===== src/kpc_pkg.sv =====
// kpc_pkg: shared constants, key and result codes, and the result struct
// for the keypad password checker. No dependencies.
package kpc_pkg;

	localparam int PASS_LEN = 5;

	// Password register width and the zero-extended width for long passwords.
	localparam int PW_W     = 40;
	localparam int PW_EXT_W = ((PASS_LEN > 5) ? PASS_LEN : 5) * 8;

	localparam int KEY_W  = 8;
	localparam int CNT_W  = 4;
	localparam int FAIL_W = 3;
	localparam int CFG_W  = 40;

	localparam logic [CNT_W-1:0]  CNT_MAX  = '1;
	localparam logic [FAIL_W-1:0] FAIL_MAX = '1;

	localparam logic [KEY_W-1:0] KEY_ENTER  = 8'd10;
	localparam logic [KEY_W-1:0] KEY_DELETE = 8'd127;

	// Configuration register indexes.
	localparam logic CFG_PASSWORD = 1'b0;
	localparam logic CFG_MAX_FAIL = 1'b1;

	localparam logic [FAIL_W-1:0] MAX_FAIL_RESET = 3'd3;
	localparam logic [PW_W-1:0]   PASSWORD_RESET = 40'h3132333435;

	// echo_action codes
	localparam logic [1:0] ECHO_NONE  = 2'd0;
	localparam logic [1:0] ECHO_STAR  = 2'd1;
	localparam logic [1:0] ECHO_ERASE = 2'd2;

	// verdict codes
	localparam logic [1:0] VERDICT_TYPING = 2'd0;
	localparam logic [1:0] VERDICT_ACCEPT = 2'd1;
	localparam logic [1:0] VERDICT_RETRY  = 2'd2;
	localparam logic [1:0] VERDICT_LOCKED = 2'd3;

	typedef struct packed {
		logic [1:0] echo_action;
		logic [1:0] verdict;
		logic       finished;
	} kpc_result_t;

endpackage


===== src/kpc_entry.sv =====
// kpc_entry: entry state (count, overflow, per-position match, failures,
// session end) and the per-key result logic. Uses kpc_pkg.
module kpc_entry import kpc_pkg::*; (
	input  logic              clk,
	input  logic              arst_n,
	input  logic              take,
	input  logic [KEY_W-1:0]  key,
	input  logic [PW_W-1:0]   password,
	input  logic [FAIL_W-1:0] max_fail,
	output kpc_result_t       result,
	output logic              done
);

	logic [CNT_W-1:0]    count_q, count_d;
	logic                too_long_q, too_long_d;
	logic [PASS_LEN-1:0] match_q, match_d;
	logic [FAIL_W-1:0]   fail_q, fail_d, fail_inc;
	logic                done_q, done_d;
	logic [PW_EXT_W-1:0] pw_ext;
	logic                ok;

	assign pw_ext   = PW_EXT_W'(password);
	assign fail_inc = (fail_q != FAIL_MAX) ? fail_q + 1'b1 : fail_q;
	assign ok = !too_long_q && (count_q == CNT_W'(PASS_LEN)) && (&match_q);

	always_comb begin
		count_d    = count_q;
		too_long_d = too_long_q;
		match_d    = match_q;
		fail_d     = fail_q;
		done_d     = done_q;
		result     = '{echo_action: ECHO_NONE, verdict: VERDICT_TYPING, finished: done_q};
		if (!done_q) begin
			priority if (key == KEY_ENTER) begin
				count_d    = '0;
				too_long_d = 1'b0;
				match_d    = '0;
				if (ok) begin
					result.verdict = VERDICT_ACCEPT;
					done_d = 1'b1;
				end else begin
					fail_d = fail_inc;
					if (fail_inc >= max_fail) begin
						result.verdict = VERDICT_LOCKED;
						done_d = 1'b1;
					end else begin
						result.verdict = VERDICT_RETRY;
					end
				end
			end else if (key == KEY_DELETE) begin
				if (count_q != '0) begin
					count_d = count_q - 1'b1;
					result.echo_action = ECHO_ERASE;
				end
			end else begin
				result.echo_action = ECHO_STAR;
				for (int p = 0; p < PASS_LEN; p++) begin
					if (count_q == CNT_W'(p))
						match_d[p] = (key == pw_ext[8*(PASS_LEN-1-p) +: 8]);
				end
				if (count_q == CNT_MAX)
					too_long_d = 1'b1;
				else
					count_d = count_q + 1'b1;
			end
			result.finished = done_d;
		end
	end

	always_ff @(posedge clk or negedge arst_n) begin
		if (!arst_n) begin
			count_q    <= '0;
			too_long_q <= 1'b0;
			match_q    <= '0;
			fail_q     <= '0;
			done_q     <= 1'b0;
		end else if (take) begin
			count_q    <= count_d;
			too_long_q <= too_long_d;
			match_q    <= match_d;
			fail_q     <= fail_d;
			done_q     <= done_d;
		end
	end

	assign done = done_q;

endmodule


===== config.mk =====
export PLATFORM = sky130hd
export DESIGN_NAME = kpc_entry
export DESIGN_NICKNAME = d
export VERILOG_FILES = /design/src/kpc_pkg.sv /design/src/kpc_entry.sv
export SDC_FILE = /design/constraint.sdc
export NUM_CORES = 1
export LEC_CHECK = 0
export ABC_AREA = 1
export BUFFER_PORTS_ARGS = -buffer_cell sky130_fd_sc_hd__buf_2
export CAP_MARGIN = 20
export CORE_MARGIN = 2
export CORE_UTILIZATION = 46
export CTS_CLUSTER_SIZE = 10
export DETAILED_ROUTE_END_ITERATION = 10
export PLACE_DENSITY_LB_ADDON = 0.3
export SYNTH_ARGS = -nofsm -noshare
export SYNTH_HDL_FRONTEND = slang
export SYNTH_SLANG_ARGS = --single-unit

===== constraint.sdc =====
create_clock -name clk -period 1.8 [get_ports clk]
set_input_delay 0.27 -clock clk [delete_from_list [all_inputs] [get_ports clk]]
set_output_delay 0.27 -clock clk [all_outputs]
set_load 0.01 [all_outputs]

* Word-level counts from Yosys, hierarchy flattened
Index checks and enable logic that the tools add are counted.
** Word-level totals
- Flip-flop bits (word level) :: 14
- Output and inout bits :: 6
- Word-level logic and storage cells :: 78
- Input port bits :: 54
** Cells by class
- Order comparisons :: 1
- $add $sub $neg :: 3
- Bitwise gates (word level) :: 2
- Mux-type cells :: 26
- Reduce and logical (&&, ||, !) cells :: 20
- Equal/unequal tests :: 17
** Operator list (count)
- $eq A8 B8 Y1 :: 5
- $reduce_and A4 Y1 :: 8
- $mux W4 :: 4
- $mux W5 :: 3
- $mux W1 :: 13
- $reduce_bool A2 Y1 :: 6
- $mux W2 :: 5
- $eq A4 B2 Y1 const B :: 2
- $eq A4 B3 Y1 const B :: 2
- $eq A8 B4 Y1 const B :: 1
- $eq A8 B7 Y1 const B :: 1
- $ne A3 B3 Y1 const B :: 2
- $reduce_and A5 Y1 :: 1
- $add A4 B1 Y4 const B :: 1
- $eq A4 B1 Y1 const B :: 1
- $eq A4 B4 Y1 const B :: 1
- $logic_not A4 Y1 :: 1
- $reduce_bool A4 Y1 :: 1
- $sub A4 B1 Y4 const B :: 1
- $add A3 B1 Y3 const B :: 1
- $ge A3 B3 Y1 :: 1
- $mux W3 :: 1
- $ne A3 B2 Y1 const B :: 1
- $logic_and A1 B1 Y1 :: 2
- 3 further kinds :: 4

* Logic depth before layout (Yosys ltp)
Gate-level depths: netlist of the first run.
- Depth in word-level cells :: 7
- Mapped depth :: 12
- Gate-level depth less buffers :: 11

* Least setup slack after synthesis of the first run
No wires, ideal clock.
- Kind :: flip-flop to output port
- From :: register fail_q[0]
- To :: output result[0] (netlist name)
- Stages on the path, launching flop included :: 11
- Data required time :: 1.530 ns
- Setup slack :: -0.140 ns
- Buffers on the path :: 1
- Arrival time :: 1.670 ns
- Path through :: dfrtp_1 ha_1 nand2_1 o21ai_0 ha_1 and3_1 nor2_1 nand2_1 nand2_1 nand2_1 buf_4
** RTL lines
- from (decl) :: RTL line kpc_entry.sv:17 : logic [FAIL_W-1:0] fail_q, fail_d, fail_inc;
- from (signal assigned) :: RTL line kpc_entry.sv:81 : fail_q <= fail_d;
- to (decl) :: RTL line kpc_entry.sv:10 : output kpc_result_t result,

==> results.ini, run 1 <==
[yosys]
synthDistinctLibCells=24
syn_inst=313
async_reset_ff_frac=1.00
ys_ff_latch=14
synth-edff-count=0
yosysWarningCount=0
synth_most_common_cell=nand2_1
syn_nets=375
synth_common_cells=nand2_1, inv_1, nor2_1
synth.top_cell.area_share=0.247
synth_area_um2=1790
syn_avg_cell_area_um2=5.73
synth_area_leaders=nand2_1, dfrtp_1, inv_1
synth_top_area_cell=nand2_1
ys.flop_type=dfrtp_1
ys_seq_area_frac=0.195

[setup_path]
cp.required_ns=1.53
arrival_ns=1.91
critPathKind=flip-flop to output pin
end_kind=output pin
startpoint_type=flip-flop
cp_max_fo=3

[power]
cellLeakagePower_uw=0.00137
max-vdd-ir-drop_v=0.000259
powerDensity_nw_per_um2=386
power_uw=889

[layout]
fin_area_um2=2300
diodes=0
fin_nets=445
post-route-util=0.619
flow.area_growth_from_synthesis_pct=28.2
drive_gt1_frac=0.270

[sta]
worst_slack_ns=-0.375
clock.fmax_ghz=0.460
hold_violations=0
fin_crit_sh=1.21
worst_pin_slew_ns=0.329
maxSlewViolCount=0
fin_skew_ns=0.00650
rsz0062_at_grt=yes
setup_viol=3
finalCriticalPeriod_ns=2.18
slew_headroom=0.780

[global_route]
grt_max_degree=15
antenna_found_initial=0
grt_pass1_wl_um=7060
groute.usage.overall=0.201
grt-ovfl-total=0
grt_pass1_vias=1801

[clock_network]
cts_tree=yes
clkLatencyLatePin_ns=0.25
root_buffer=clkbuf_8
cts_max_path_buffers=2
cts_sinks=14
cts_max_level=1
cts_inserted_buffers=3
clk_pin_slew_worst_paths_ns=0.06

[floorplan]
io_pins=60
row_count=22
start_util=0.483
core_area_um2=3720
die_h_um=66.5
fp.dieW_um=66.5
dieArea_um2=4420

[route]
drt_first_pass_iters=4
routed_wl_um=3970
vias=1958
vias_per_cell=4.55
ant_nets=0
wl_per_cell_um=9.24
drt_iter0_drc=77
drc=0

[worst_hold_path]
hp-class=primary input to flip-flop

[placed_design]
port_buffers=59
dpl_cell_area_um2=2120
gp_congestion=0.779
place.detailed.hpwl_um=3270

[flow_run]
maxCapViolations=0

[status]
status=finished with violations
violations=negative setup slack

path summary, 6_finish.rpt:
path | cells past startpoint | start | slack (ns) | endpoint
worst max-delay path | 11 | fail_q[0]$_DFFE_PN0P_ | -0.38 | result[0]
worst min-delay path | 3 | take | 0.29 | done$_DFFE_PN0P_
worst max register to register | 14 | fail_q[0]$_DFFE_PN0P_ | -0.36 | done$_DFFE_PN0P_
worst min register to register | 2 | match_q[0]$_DFFE_PN0P_ | 0.49 | match_q[0]$_DFFE_PN0P_
max in group asynchronous | 2 | arst_n | 1.10 | fail_q[2]$_DFFE_PN0P_
min in group asynchronous | 2 | arst_n | 0.45 | match_q[0]$_DFFE_PN0P_
stage by stage:
stage	hold WS [ns]	setup WS (ns)	std cells	setup TNS, ns
finish	0.288	-0.375	430	-1.11
global route	0.297	-0.519	430	-1.61
CTS	0.295	-0.372	427	-0.963
detailed placement	0.184	-0.159	417	-0.311
global placement	0.179	-0.117	417	-0.229
floorplan	-0.0256	-0.0593	313	-0.0593
where the power goes:
group	switching, uW	leakage (uW)	total [uW]	internal [uW]
combinational	145	0.00117	261	116
clock	110	0.0000288	304	194
sequential	4.30	0.000176	324	320
total	259	0.00137	889	630
worst max-delay path, cell delays in order, from the launching register on:
cell and delay [ns]:
dfrtp_1 0.41, ha_4 0.25, nand2_2 0.06, o21ai_2 0.06, ha_1 0.30, nand3b_1 0.09
nand2_1 0.05, nor2_1 0.11, nand2_1 0.08, nand2_2 0.09, nand2_1 0.05, buf_2 0.13
area by class of cell:
class,count,area [um^2]
fill,359,1420
sequential,14,350
timing repair buffer,73,403
clock buffer,4,55.1
inverter,52,200
multi-input combinational,239,1230
tap,48,60.1
cell usage in the layout, fill, tap and decap left out, drive strengths merged:
cell type / instances
nand3: 14
nor2: 47
ha: 8
xnor2: 2
clkinv: 1
buf: 72
xor2: 20
nor3: 5
inv: 51
clkbuf: 4
nand4: 1
a21oi: 2
nand3b: 1
dlygate4sd3: 1
nand2: 124
o21ai: 14
dfrtp: 14
and3: 1
registers in the layout, summed over array words and instances, names as in the netlist:
name	flops
fail_q	3
done	1
count_q	4
match_q	5
too_long_q	1
repair_timing:
action                     in CTS  in global routing
buffers inserted                6                  3
gates resized for setup        10                  4
hold endpoints to repair       14                  0
pin swaps                       6                  7
gates cloned                    0                  0
setup endpoints to repair       3                  5
hold buffers                    1                  0
cell families after synthesis:
group                      after synthesis  synth area share
xor gates and xnor gates                22             0.107
and+or+nand+nor                        193             0.446
adders and majority gates                8            0.0558
AOI/OAI and AO/OA                       16            0.0446
buffers and inverters                   60             0.151
DFF                                     14             0.195
routing by layer:
metal  up-vias  GRT usage  share of wire
met5         -          0              0
met4         0     0.0383         0.0045
met3         2     0.0236          0.049
met2        49      0.380           0.50
met1       837      0.243           0.45
li1       1070          -              -
No activity file was read; power rests on OpenSTA's default activity.
==> run 2, diff against run 1 <==
--- a/config.mk
+++ b/config.mk
@@ -7,9 +7,10 @@
 export LEC_CHECK = 0
 export ABC_AREA = 1
 export BUFFER_PORTS_ARGS = -buffer_cell sky130_fd_sc_hd__buf_2
-export CAP_MARGIN = 20
+export CAP_MARGIN = 25
 export CORE_MARGIN = 2
-export CORE_UTILIZATION = 46
+export CORE_UTILIZATION = 48
+export CTS_BUF_LIST = sky130_fd_sc_hd__clkbuf_8
 export CTS_CLUSTER_SIZE = 10
 export DETAILED_ROUTE_END_ITERATION = 10
 export PLACE_DENSITY_LB_ADDON = 0.3
==> results.ini, run 2 (synthesis results as in run 1) <==
[setup_path]
crit_end=result[0]
r2r_end=done$_DFFE_PN0P_
critPathLaunch=fail_q[0]$_DFFE_PN0P_
cpMostUsedCell=nand2_1
cpPeakStageDelay_ns=0.41
regToRegSetupSlack_ns=0.09
rr_worst_depth=9
cp.required_ns=1.53
startpoint_type=flip-flop
cp_max_fo=3
critPathKind=flip-flop to output pin
end_kind=output pin
r2r_start=fail_q[0]$_DFFE_PN0P_
crit_chain=ha_4 -> nand2_4 -> xnor2_2 -> ha_1 -> and3_1 -> nor2_1 -> nand2_1 -> nand2_2 -> nand2_1 -> buf_2
cp_slowest_cell=dfrtp_1
arrival_ns=1.94

[clock_network]
clkLatencyLatePin_ns=0.24
clk_pin_slew_worst_paths_ns=0.06
cts_sinks=14
cts_tree=yes
cts_inserted_buffers=3
root_buffer=clkbuf_8
cts_max_level=1
cts_max_path_buffers=2

[floorplan]
die_h_um=65.1
fp.dieW_um=65.1
row_count=22
dieArea_um2=4240
start_util=0.494
io_pins=60
core_area_um2=3630

[sta]
fin_skew_ns=0.00791
clock.fmax_ghz=0.452
worst_pin_slew_ns=0.325
maxSlewViolCount=0
fin_crit_sh=1.23
slew_headroom=0.783
finalCriticalPeriod_ns=2.21
hold_violations=0
setup_viol=2
rsz0062_at_grt=yes
setup_tns_ns=-0.818
worst_slack_ns=-0.412

[worst_hold_path]
hp-class=primary input to flip-flop
min_from=take

[layout]
flow.area_growth_from_synthesis_pct=25.6
layout.cells.non_filler=425
diodes=0
largest_register_ff_count=5
layout_common_cells=nand2_1, buf_2, inv_1, nor2_1, xor2_1
reg_top3=match_q (5), count_q (4), fail_q (3)
drive_gt1_frac=0.252
largest_register=match_q
fin_nets=440
final_common_cell=nand2_1

[global_route]
grt_max_degree=15
grt_pass1_vias=1800
grt-ovfl-total=0
grt_pass1_wl_um=7070
groute.usage.overall=0.203
antenna_found_initial=0

[flow_run]
maxCapViolations=0

[placed_design]
dp_cells=417
place.detailed.hpwl_um=3300
port_buffers=59
gp_congestion=0.849

[status]
violations=negative setup slack
status=finished with violations

[route]
wl_per_cell_um=9.47
drc=0
drt_iter0_drc=107
vias_per_cell=4.55
ant_nets=0
drt_first_pass_iters=4
routed_wl_um=4020
vias=1933

[power]
power_uw=890
cellLeakagePower_uw=0.00135
max-vdd-ir-drop_v=0.000215
powerDensity_nw_per_um2=395

-- run 2: how the worst min path moves through the flow --
stage / endpoint / slack (ns) / cells past startpoint
global placement: match_q[0]$_DFFE_PN0P_ / 0.18 / 1
floorplan: count_q[0]$_DFFE_PN0P_ / -0.03 / 0
detailed placement: match_q[0]$_DFFE_PN0P_ / 0.19 / 1
global route: done$_DFFE_PN0P_ / 0.33 / 3
CTS: done$_DFFE_PN0P_ / 0.31 / 3
finish: done$_DFFE_PN0P_ / 0.31 / 3
-- run 2: metrics by stage --
step	worst slack (ns)	hold WS, ns	instance area, um^2	util
final	-0.412	0.307	2250	0.620
after global routing	-0.445	0.335	2250	0.620
after CTS	-0.353	0.310	2240	0.617
after detailed placement	-0.174	0.185	2120	0.583
after global placement	-0.131	0.181	2120	0.583
after floorplan	-0.0593	-0.0256	1800	-
-- run 2: repair_timing --
action                                  CTS  global route
pin swaps                                 4             0
endpoints found under the setup margin    3             4
resized for setup                         8             2
endpoints found under the hold margin    14             0
hold buffers                              1             0
cloned                                    0             0
setup buffers                             2             1
-- run 2: worst max-delay path, delay by kind of cell, from the launching register on --
kind,cells,cell delay [ns]
adders and majority gates,2,0.44
DFF,1,0.41
buffers and inverters,1,0.13
and+or+nand+nor,6,0.61
xor gates and xnor gates,1,0.12
-- run 2: layout make-up --
type	count	area [um^2]
Multi-Input combinational cell	239	1220
Inverter	52	200
Tap cell	48	60.1
Clock buffer	4	55.1
Timing Repair Buffer	68	365
Fill cell	362	1380
Sequential cell	14	352
-- run 2: metal layers --
layer | GRT usage | vias up | routed length [um]
met3 | 0.0257 | 2 | 199
met5 | 0 | - | 0
li1 | - | 1053 | -
met2 | 0.376 | 59 | 1960
met4 | 0.0313 | 0 | 10
met1 | 0.257 | 819 | 1860
-- run 2: power by group --
group	internal (uW)	switching, uW	total [uW]
Sequential	320	3.78	324
Clock	193	110	303
Combinational	118	146	264
Total	631	259	890
